`config.mk`:
```
export PLATFORM = sky130hd
export DESIGN_NAME = x86_64_relocation_unit_top
export DESIGN_NICKNAME = d
export VERILOG_FILES = /design/src/hdl/x86rel_pkg.sv /design/src/hdl/x86_64_relocation_unit_top.sv /design/src/hdl/x86rel_decode.sv /design/src/hdl/x86rel_compute.sv
export SDC_FILE = /design/constraint.sdc
export NUM_CORES = 1
export LEC_CHECK = 0
export ABC_AREA = 1
export ABC_CLOCK_PERIOD_IN_PS = 5600
export BUFFER_PORTS_ARGS = -buffer_cell sky130_fd_sc_hd__buf_2
export CAP_MARGIN = 5
export CORE_MARGIN = 2
export CORE_UTILIZATION = 45
export DETAILED_ROUTE_END_ITERATION = 10
export PLACE_DENSITY = 0.66
export SLEW_MARGIN = 20
export SYNTH_ARGS = -nofsm -noshare
export SYNTH_HDL_FRONTEND = slang
export SYNTH_SLANG_ARGS = --single-unit
export TNS_END_PERCENT = 20
```
`constraint.sdc`:
```
create_clock -name clk -period 5.6 [get_ports clk]
set_input_delay 0.28 -clock clk [delete_from_list [all_inputs] [get_ports clk]]
set_output_delay 0.28 -clock clk [all_outputs]
set_load 0.05 [all_outputs]
```
`src/hdl/x86rel_pkg.sv`:
```
`timescale 1ns / 1ps
// Shared types and relocation type codes for the x86-64 relocation unit.
package x86rel_pkg;

  localparam logic [31:0] R_NONE     = 32'd0;
  localparam logic [31:0] R_64       = 32'd1;
  localparam logic [31:0] R_PC32     = 32'd2;
  localparam logic [31:0] R_PLT32    = 32'd4;
  localparam logic [31:0] R_32       = 32'd10;
  localparam logic [31:0] R_32S      = 32'd11;
  localparam logic [31:0] R_16       = 32'd12;
  localparam logic [31:0] R_PC16     = 32'd13;
  localparam logic [31:0] R_8        = 32'd14;
  localparam logic [31:0] R_PC8      = 32'd15;
  localparam logic [31:0] R_PC64     = 32'd24;
  localparam logic [31:0] R_SIZE32   = 32'd32;
  localparam logic [31:0] R_SIZE64   = 32'd33;

  localparam int WideBits = 66;

  typedef enum logic [1:0] {
    KIND_NONE,
    KIND_RAW64,
    KIND_CHECKED,
    KIND_UNKNOWN
  } reloc_kind_t;

  typedef enum logic [1:0] {
    WIDTH_8,
    WIDTH_16,
    WIDTH_32,
    WIDTH_64
  } store_width_t;

  typedef struct packed {
    reloc_kind_t  kind;
    logic         use_relative;
    logic         is_signed;
    store_width_t width;
  } reloc_ctrl_t;

  typedef struct packed {
    logic [63:0] store_value;
    logic [3:0]  store_bytes;
    logic        status;
  } reloc_result_t;

endpackage

```
`src/hdl/x86_64_relocation_unit_top.sv`:
```
`timescale 1ns / 1ps
// Top level of the x86-64 relocation unit: input register, compute logic, result register.
// Flow: the input register holds an accepted transaction, then the result register holds its result.
// Throughput: one transaction per cycle while out_stall is low, set by the add, subtract and
// check path between the input register and the result register.
// Reset: rst clears both valid flags; payload registers are not reset.
module x86_64_relocation_unit_top (
  input  logic               clk,
  input  logic               rst,
  input  logic               in_valid,
  output logic               in_stall,
  input  logic [31:0]        reloc_type,
  input  logic [63:0]        sym_value,
  input  logic signed [63:0] reloc_addend,
  input  logic [63:0]        place_address,
  output logic               out_valid,
  input  logic               out_stall,
  output logic [63:0]        store_value,
  output logic [3:0]         store_bytes,
  output logic               status
);

  logic                      s1_valid;
  logic [31:0]               s1_type;
  logic [63:0]               s1_symbol;
  logic signed [63:0]        s1_addend;
  logic [63:0]               s1_place;
  logic                      s2_valid;
  x86rel_pkg::reloc_result_t s2_result;

  x86rel_pkg::reloc_ctrl_t   ctrl;
  x86rel_pkg::reloc_result_t result;
  logic                      s2_load;
  logic                      s1_load;

  assign s2_load  = !s2_valid || !out_stall;
  assign s1_load  = !s1_valid || s2_load;
  assign in_stall = !s1_load;

  x86rel_decode u_decode (
    .reloc_type (s1_type),
    .ctrl       (ctrl)
  );

  x86rel_compute u_compute (
    .ctrl          (ctrl),
    .sym_value     (s1_symbol),
    .reloc_addend  (s1_addend),
    .place_address (s1_place),
    .result        (result)
  );

  always_ff @(posedge clk) begin
    if (rst) begin
      s1_valid <= 1'b0;
      s2_valid <= 1'b0;
    end else begin
      if (s1_load) begin
        s1_valid <= in_valid;
      end
      if (s2_load) begin
        s2_valid <= s1_valid;
      end
    end
    if (s1_load && in_valid) begin
      s1_type   <= reloc_type;
      s1_symbol <= sym_value;
      s1_addend <= reloc_addend;
      s1_place  <= place_address;
    end
    if (s2_load && s1_valid) begin
      s2_result <= result;
    end
  end

  assign out_valid   = s2_valid;
  assign store_value = s2_result.store_value;
  assign store_bytes = s2_result.store_bytes;
  assign status      = s2_result.status;

  a_reject_empty: assert property (@(posedge clk) disable iff (rst)
    (out_valid && status) |-> (store_bytes == 4'd0 && store_value == 64'd0))
    else $error("Rejected transaction carries a store.");

  a_bytes_legal: assert property (@(posedge clk) disable iff (rst)
    out_valid |-> (store_bytes == 4'd0 || store_bytes == 4'd1 || store_bytes == 4'd2 ||
                   store_bytes == 4'd4 || store_bytes == 4'd8))
    else $error("Illegal store width.");

  a_value_masked: assert property (@(posedge clk) disable iff (rst)
    (out_valid && (store_bytes == 4'd1 || store_bytes == 4'd2 || store_bytes == 4'd4)) |->
      (store_value[63:32] == 32'd0))
    else $error("Narrow store has high bits set.");

  a_stage1_held: assert property (@(posedge clk) disable iff (rst)
    (s1_valid && in_stall) |=> (s1_valid && $stable(s1_type) && $stable(s1_symbol)))
    else $error("Input register lost a transaction while stalled.");

  a_stall_only_when_full: assert property (@(posedge clk) disable iff (rst)
    in_stall |-> (s1_valid && s2_valid && out_stall))
    else $error("Input stalled with room in the pipeline.");

endmodule

```
`src/hdl/x86rel_decode.sv`:
```
`timescale 1ns / 1ps
// Relocation type decoder: selects value source, check kind, signedness and store width.
module x86rel_decode (
  input  logic [31:0]             reloc_type,
  output x86rel_pkg::reloc_ctrl_t ctrl
);

  always_comb begin
    ctrl.kind         = x86rel_pkg::KIND_CHECKED;
    ctrl.use_relative = 1'b0;
    ctrl.is_signed    = 1'b1;
    ctrl.width        = x86rel_pkg::WIDTH_32;
    unique case (reloc_type) inside
      x86rel_pkg::R_NONE: begin
        ctrl.kind = x86rel_pkg::KIND_NONE;
      end
      x86rel_pkg::R_64, x86rel_pkg::R_SIZE64: begin
        ctrl.kind  = x86rel_pkg::KIND_RAW64;
        ctrl.width = x86rel_pkg::WIDTH_64;
      end
      x86rel_pkg::R_PC32, x86rel_pkg::R_PLT32: begin
        ctrl.use_relative = 1'b1;
      end
      x86rel_pkg::R_32, x86rel_pkg::R_32S: begin
        ctrl.width = x86rel_pkg::WIDTH_32;
      end
      x86rel_pkg::R_16: begin
        ctrl.is_signed = 1'b0;
        ctrl.width     = x86rel_pkg::WIDTH_16;
      end
      x86rel_pkg::R_PC16: begin
        ctrl.use_relative = 1'b1;
        ctrl.width        = x86rel_pkg::WIDTH_16;
      end
      x86rel_pkg::R_8: begin
        ctrl.is_signed = 1'b0;
        ctrl.width     = x86rel_pkg::WIDTH_8;
      end
      x86rel_pkg::R_PC8: begin
        ctrl.use_relative = 1'b1;
        ctrl.width        = x86rel_pkg::WIDTH_8;
      end
      x86rel_pkg::R_PC64: begin
        ctrl.use_relative = 1'b1;
        ctrl.width        = x86rel_pkg::WIDTH_64;
      end
      x86rel_pkg::R_SIZE32: begin
        ctrl.is_signed = 1'b0;
        ctrl.width     = x86rel_pkg::WIDTH_32;
      end
      default: begin
        ctrl.kind = x86rel_pkg::KIND_UNKNOWN;
      end
    endcase
  end

endmodule

```
`src/hdl/x86rel_compute.sv`:
```
`timescale 1ns / 1ps
// Value computation, range check and store formatting for one relocation.
module x86rel_compute (
  input  x86rel_pkg::reloc_ctrl_t   ctrl,
  input  logic [63:0]               sym_value,
  input  logic signed [63:0]        reloc_addend,
  input  logic [63:0]               place_address,
  output x86rel_pkg::reloc_result_t result
);

  localparam int W = x86rel_pkg::WideBits;

  logic [W-1:0] sym_w;
  logic [W-1:0] add_w;
  logic [W-1:0] place_w;
  logic [W-1:0] abs_v;
  logic [W-1:0] rel_v;
  logic [W-1:0] v;
  logic         fits;
  logic [63:0]  masked;
  logic [3:0]   bytes;

  assign sym_w   = {{(W-64){sym_value[63]}}, sym_value};
  assign add_w   = {{(W-64){reloc_addend[63]}}, reloc_addend};
  assign place_w = {{(W-64){place_address[63]}}, place_address};
  assign abs_v   = sym_w + add_w;
  assign rel_v   = abs_v - place_w;
  assign v       = ctrl.use_relative ? rel_v : abs_v;

  always_comb begin
    fits   = 1'b0;
    masked = 64'd0;
    bytes  = 4'd0;
    case (ctrl.width)
      x86rel_pkg::WIDTH_8: begin
        fits   = ctrl.is_signed ? ((&v[W-1:7]) || !(|v[W-1:7])) : !(|v[W-1:8]);
        masked = {56'd0, v[7:0]};
        bytes  = 4'd1;
      end
      x86rel_pkg::WIDTH_16: begin
        fits   = ctrl.is_signed ? ((&v[W-1:15]) || !(|v[W-1:15])) : !(|v[W-1:16]);
        masked = {48'd0, v[15:0]};
        bytes  = 4'd2;
      end
      x86rel_pkg::WIDTH_32: begin
        fits   = ctrl.is_signed ? ((&v[W-1:31]) || !(|v[W-1:31])) : !(|v[W-1:32]);
        masked = {32'd0, v[31:0]};
        bytes  = 4'd4;
      end
      default: begin
        fits   = ctrl.is_signed ? ((&v[W-1:63]) || !(|v[W-1:63])) : !(|v[W-1:64]);
        masked = v[63:0];
        bytes  = 4'd8;
      end
    endcase
  end

  always_comb begin
    result.store_value = 64'd0;
    result.store_bytes = 4'd0;
    result.status      = 1'b0;
    case (ctrl.kind)
      x86rel_pkg::KIND_NONE: begin
        result.status = 1'b0;
      end
      x86rel_pkg::KIND_RAW64: begin
        result.store_value = abs_v[63:0];
        result.store_bytes = 4'd8;
      end
      x86rel_pkg::KIND_CHECKED: begin
        if (fits) begin
          result.store_value = masked;
          result.store_bytes = bytes;
        end else begin
          result.status = 1'b1;
        end
      end
      default: begin
        result.status = 1'b1;
      end
    endcase
  end

endmodule

```
Word level (Yosys, flattened, before mapping)

Index checks and enable logic that the tools add are counted.

Add/subtract/negate cells: 2
Equality and inequality tests: 16
Multiplexer cells: 15
Reductions and logical operators: 43

Operators with widths:

| cell                                           | number |
|---|---|
| == test 32 x 4 -> 1 bit, second input constant | 6 |
| case mux 64 bit (3 select lines)               | 1 |
| case mux 68 bit (2 select lines)               | 1 |
| two-way mux 68 bit                             | 1 |
| two-way mux 66 bit                             | 1 |
| subtractor 66 bit                              | 1 |
| adder 64 x 64 -> 65 bit                        | 1 |
| == test 32 x 6 -> 1 bit, second input constant | 2 |
| AND reduction 59 bit                           | 1 |
| OR reduction 59 bit                            | 1 |
| OR reduction 58 bit                            | 1 |
| AND reduction 51 bit                           | 1 |
| OR reduction 51 bit                            | 1 |
| OR reduction 50 bit                            | 1 |
| AND reduction 35 bit                           | 1 |
| OR reduction 35 bit                            | 1 |
| OR reduction 34 bit                            | 1 |
| == test 32 x 1 -> 1 bit, second input constant | 1 |
| == test 32 x 2 -> 1 bit, second input constant | 1 |
| == test 32 x 3 -> 1 bit, second input constant | 1 |
| == test 32 x 5 -> 1 bit, second input constant | 1 |
| zero test 32 bit                               | 1 |
| zero test 1 bit                                | 12 |
| case mux 2 bit (3 select lines)                | 2 |
| 14 further kinds                               | 34 |

Register bits after elaboration: 295
Bits of input ports: 228
Output and inout port bits: 71
Logic and storage cells: 85

Longest topological paths before layout

Depth after elaboration: 11
Depth in mapped cells: 43

By module

A second synthesis with hierarchy kept.

Cells, all modules: 4028
Area total of the unflattened synthesis: 25353.1 um^2

Modules (own cells, without submodules):

| module                     | times used | cells an instance | area an instance (um^2) |
|---|---|---|---|
| x86rel_compute             | 1          | 3644              | 16116.7 |
| x86_64_relocation_unit_top | 1          | 305               | 8889.8 |
| x86rel_decode              | 1          | 79                | 346.6 |

Worst setup path before layout

Ideal clock, no wire load.

Path type: reg-to-reg
Start point: register s2_valid, in the netlist out_valid
End point: register s1_addend[0] (enable)
Setup time: 0.576 ns
Arrival: 5.354 ns
Data required time: 5.024 ns
Path slack: -0.330 ns
Stages on the path, launching flop included: 6
Clock period less this slack: 5.930 ns
Path through: dfxtp_1 nand2_1 nor2_1 inv_1 nand2_1 inv_1

Cells in the longest elaborated chain, start to end: 4

Ends and longest elaborated chain:

| what                   | RTL line                         | text |
|---|---|---|
| from (decl)            | x86_64_relocation_unit_top.sv:28 | `logic s2_valid;` |
| from (signal assigned) | x86_64_relocation_unit_top.sv:62 | `s2_valid <= s1_valid;` |
| zero test 1 bit        | x86_64_relocation_unit_top.sv:36 | `assign s2_load = !s2_valid \|\| !out_stall;` |
| logical OR 1 bit       | x86_64_relocation_unit_top.sv:36 |  |
| logical OR 1 bit       | x86_64_relocation_unit_top.sv:37 | `assign s1_load = !s1_valid \|\| s2_load;` |
| logical AND 1 bit      | x86_64_relocation_unit_top.sv:65 | `if (s1_load && in_valid) begin` |
| to (signal assigned)   | x86_64_relocation_unit_top.sv:68 | `s1_addend <= reloc_addend;` |
| to (decl)              | x86_64_relocation_unit_top.sv:26 | `logic signed [63:0] s1_addend;` |

No other way between the ends.
A chain may end at the register's enable or synchronous reset.

==> out/metrics.cfg <==
[outcome]
status = completed

[pwr]
power_switching_share_pct = 40.3
leakagePower_nw = 17.5
power.share.clock_pct = 24.2
finalPower_mw = 8.64
pwr-share-comb_pct = 45.6
power.ir.vdd_worst_uv = 273
seqPwrFrac_pct = 30.2
net_switching_power_mw = 3.48
power-per-cell-area_nw_per_um2 = 254
internal_power_contribution_mw = 5.16

[grt]
largest_net_degree_at_the_start_of_global_routing = 162
groute.usage.overall_pct = 33.8
grt_remaining_overflow = 0
grt_pass1_wl_um = 145000
via_count_of_the_first_global_routing_pass = 25700
grt_antenna_before_repair = 0

[sta]
finalHoldViolations = 0
max_slew.worst_pin.slew_ns = 1.10
min_period_ns = 5.34
worst_clock_skew_ns = 0.0368
fin_crit_sh_pct = 95.4
drv_slew = 0
finalSetupViolations = 0
clock.fmax_ghz = 0.187
max-slew-margin-rel_pct = 26.6

[yosys]
postSynthAreaPerCell_um2 = 6.30
synth_seq_cells = 295
synth_largest_type_area_fraction_pct = 35.3
netlist_top_cells_area = sky130_fd_sc_hd__edfxtp_1, sky130_fd_sc_hd__nand2_1, sky130_fd_sc_hd__inv_1
synth-edff-count = 293
synth_seq_area_share_pct = 35.4
post_synth_num_cell_types = 38
ys_async_sr_fraction_pct = 0
mappedNetlistArea_um2 = 24900
synth_cells = 3958
largest_area_contributor_in_the_netlist = sky130_fd_sc_hd__edfxtp_1
mappedNetlistNets = 4320
yosys_warnings = 0
ys_dominant_reg_cell = sky130_fd_sc_hd__edfxtp_1

[setup_path]
critical_path.endpoint_type = register
max_fanout_on_critical_path = 8
r2r-end = store_value[28]$_DFFE_PP_
worstPathArrival_ns = 5.67
worst_path_slowest_cell = sky130_fd_sc_hd__edfxtp_1
startpoint_type = register
setup.worst_path.start = s1_symbol[8]$_DFFE_PP_
cp.required_ns = 5.93
reg2reg_slack_ns = 0.26
critical_path.reg2reg.startpoint = s1_symbol[8]$_DFFE_PP_
cp-endpoint = store_value[28]$_DFFE_PP_
reg2reg_depth = 37
timing.setup.critical_path_class = reg2reg
crit_top_cell = sky130_fd_sc_hd__nand2_1
timing.critical_path.slowest_cell_delay_ns = 0.37

[placement]
portBuffers = 298
place_inst = 5151
postPlaceCellArea_um2 = 28700
routabilityCongestion = 1.03
place_hpwl_um = 78300

[worst_hold_path]
holdCritPathClass = in2reg

[routing]
drt_pre_antenna_iters = 6
route.vias.total = 27300
routed_via_density = 5.02
detail_route.wirelength_um = 100000
drt_first_iter_violations = 2587
postRouteAntennaNets = 0
drc_errors = 0
wl_per_cell_um = 18.4

[floorplanning]
floorplan.rows = 86
floorplan_core_area_um2 = 55000
dieHeight_um = 239
die-width_um = 239
initial_utilization_pct = 45.4
design.portCount = 299
fp.dieArea_um2 = 57300

[clock_tree]
clock_transition_at_the_registers_of_the_reported_paths_ns = 0.07
h-tree-depth = 1
clock_sinks = 295
insertion_delay_ns = 0.64
ctsLongestPathBuffers = 3
numCtsBuffers = 31
tritoncts = done
cts-root-buf = sky130_fd_sc_hd__clkbuf_16

[finish]
layout.nets = 5043
drive_above_1_share_pct = 20.4
final_cell_count_no_fill = 5450
final_core_utilization_pct = 61.9
synthToLayoutAreaGrowth_pct = 36.4
layout.cell_area.non_filler_um2 = 34000
antenna_cells_inserted = 0

[flow_run]
drv.max_cap_violation_count = 0

power groups by stage:
stage | clock (mW) | sequential, mW | combinational, mW
2_1_floorplan | 0 | 2.68 | 2.00
3_3_place_gp | 0 | 2.64 | 3.28
3_5_place_dp | 0 | 2.64 | 3.28
4_1_cts | 2.11 | 2.59 | 3.44
5_1_grt | 2.21 | 2.61 | 4.30
6_report | 2.09 | 2.61 | 3.94
flip-flops by register name, summed over array words and instances (netlist names):
| signal | flops |
|---|---|
| out_valid | 1 |
| s1_symbol | 64 |
| s1_valid | 1 |
| s1_addend | 64 |
| status | 1 |
| store_value | 64 |
| s1_place | 64 |
| store_bytes | 4 |
| s1_type | 32 |
Yosys cell counts, types with 5 or more instances:
cell,n
sky130_fd_sc_hd__a21oi_1,174
sky130_fd_sc_hd__nand2_1,1638
sky130_fd_sc_hd__o21bai_1,9
sky130_fd_sc_hd__o21ai_0,33
sky130_fd_sc_hd__nand3_1,308
sky130_fd_sc_hd__edfxtp_1,293
sky130_fd_sc_hd__a21o_1,5
sky130_fd_sc_hd__ha_1,132
sky130_fd_sc_hd__inv_1,813
sky130_fd_sc_hd__inv_2,8
sky130_fd_sc_hd__clkbuf_1,21
sky130_fd_sc_hd__nor3_1,31
sky130_fd_sc_hd__nor2_1,372
sky130_fd_sc_hd__buf_2,12
sky130_fd_sc_hd__xor2_1,19
sky130_fd_sc_hd__and2_1,5
sky130_fd_sc_hd__nand4_1,21
sky130_fd_sc_hd__nand3b_1,5
sky130_fd_sc_hd__xnor2_1,18
sky130_fd_sc_hd__o21ai_1,11
cell families (layout without fill, tap and decap cells):
group | count (synthesis) | in the layout | share of synthesized area, %
adder cells (fa/ha/maj) | 134 | 134 | 6.78
AND/OR/NAND/NOR | 2391 | 2391 | 38.2
flip-flops | 295 | 295 | 35.4
AO/OA/AOI/OAI | 239 | 239 | 5.04
XOR/XNOR | 37 | 37 | 1.30
buffers and inverters | 862 | 1606 | 13.2
per-stage QoR:
step | hold WS [ns] | TNS, ns | setup WS, ns
2_1_floorplan | 0.349 | 0 | 0.136
3_3_place_gp | 0.456 | -2.25 | -0.0902
3_5_place_dp | 0.458 | -2.60 | -0.118
4_1_cts | 0.0489 | 0 | 0.00306
5_1_grt | 0.135 | -1.71 | -0.0750
6_report | 0.0870 | 0 | 0.260
critical path: cells and delay by family, from the launching register on:
family,cells,cell delay [ns]
flip-flops,1,0.37
buffers and inverters,8,1.16
adder cells (fa/ha/maj),2,0.66
AO/OA/AOI/OAI,1,0.06
AND/OR/NAND/NOR,25,2.64
XOR/XNOR,1,0.13
area by class of cell:
cell class / instances / area (um2)
fill: 5188 / 21000
multi-input combinational: 2801 / 14700
sequential: 295 / 8840
timing repair buffer: 730 / 5420
inverter: 822 / 3090
tap: 748 / 936
clock buffer: 36 / 795
clock inverter: 18 / 201
routing by layer:
metal | vias up | global-route usage, % | share of wire [%]
li1 | 13600 | - | -
met2 | 1076 | 56.0 | 45
met5 | - | 0 | 0
met4 | 0 | 11.8 | 4.3
met1 | 12400 | 45.6 | 43
met3 | 205 | 4.30 | 7.6
repair_timing:
| item | in CTS | in global routing |
|---|---|---|
| hold endpoints to repair | 226 | 0 |
| setup buffers | 0 | 14 |
| pin swaps | 0 | 37 |
| endpoints found under the setup margin | 33 | 69 |
| gates resized for setup | 17 | 432 |
| cloned | 0 | 4 |
| hold buffers | 227 | 0 |
cell usage in the layout, fill, tap and decap left out, types with 28 or more instances in the layout:
master	Yosys	routed
sky130_fd_sc_hd__ha_2	0	28
sky130_fd_sc_hd__nor2_2	2	77
sky130_fd_sc_hd__buf_2	12	298
sky130_fd_sc_hd__nand2_1	1638	1521
sky130_fd_sc_hd__ha_1	132	51
sky130_fd_sc_hd__a21oi_2	1	40
sky130_fd_sc_hd__o21ai_0	33	31
sky130_fd_sc_hd__ha_4	0	53
sky130_fd_sc_hd__inv_1	813	805
sky130_fd_sc_hd__a21oi_1	174	130
sky130_fd_sc_hd__buf_4	3	196
sky130_fd_sc_hd__nand3_2	2	35
sky130_fd_sc_hd__nand2_2	0	104
sky130_fd_sc_hd__edfxtp_1	293	293
sky130_fd_sc_hd__nand3_1	308	273
sky130_fd_sc_hd__nor2_1	372	287
sky130_fd_sc_hd__dlygate4sd3_1	0	227
sky130_fd_sc_hd__clkbuf_16	0	34
worst min-delay path by stage:
stage	from	to	slack (ns)	depth (start not counted)
detailed placement	reloc_addend[46]	s1_addend[46]$_DFFE_PP_	0.46	1
global placement	rst	out_valid$_SDFFE_PP0P_	0.46	2
finish	out_stall	s1_valid$_SDFFE_PP0N_	0.09	5
CTS	out_stall	s1_valid$_SDFFE_PP0N_	0.05	5
floorplan	rst	out_valid$_SDFFE_PP0P_	0.35	1
global route	out_stall	s1_valid$_SDFFE_PP0N_	0.13	5
Note: power is estimated with default switching activity, not from simulation.
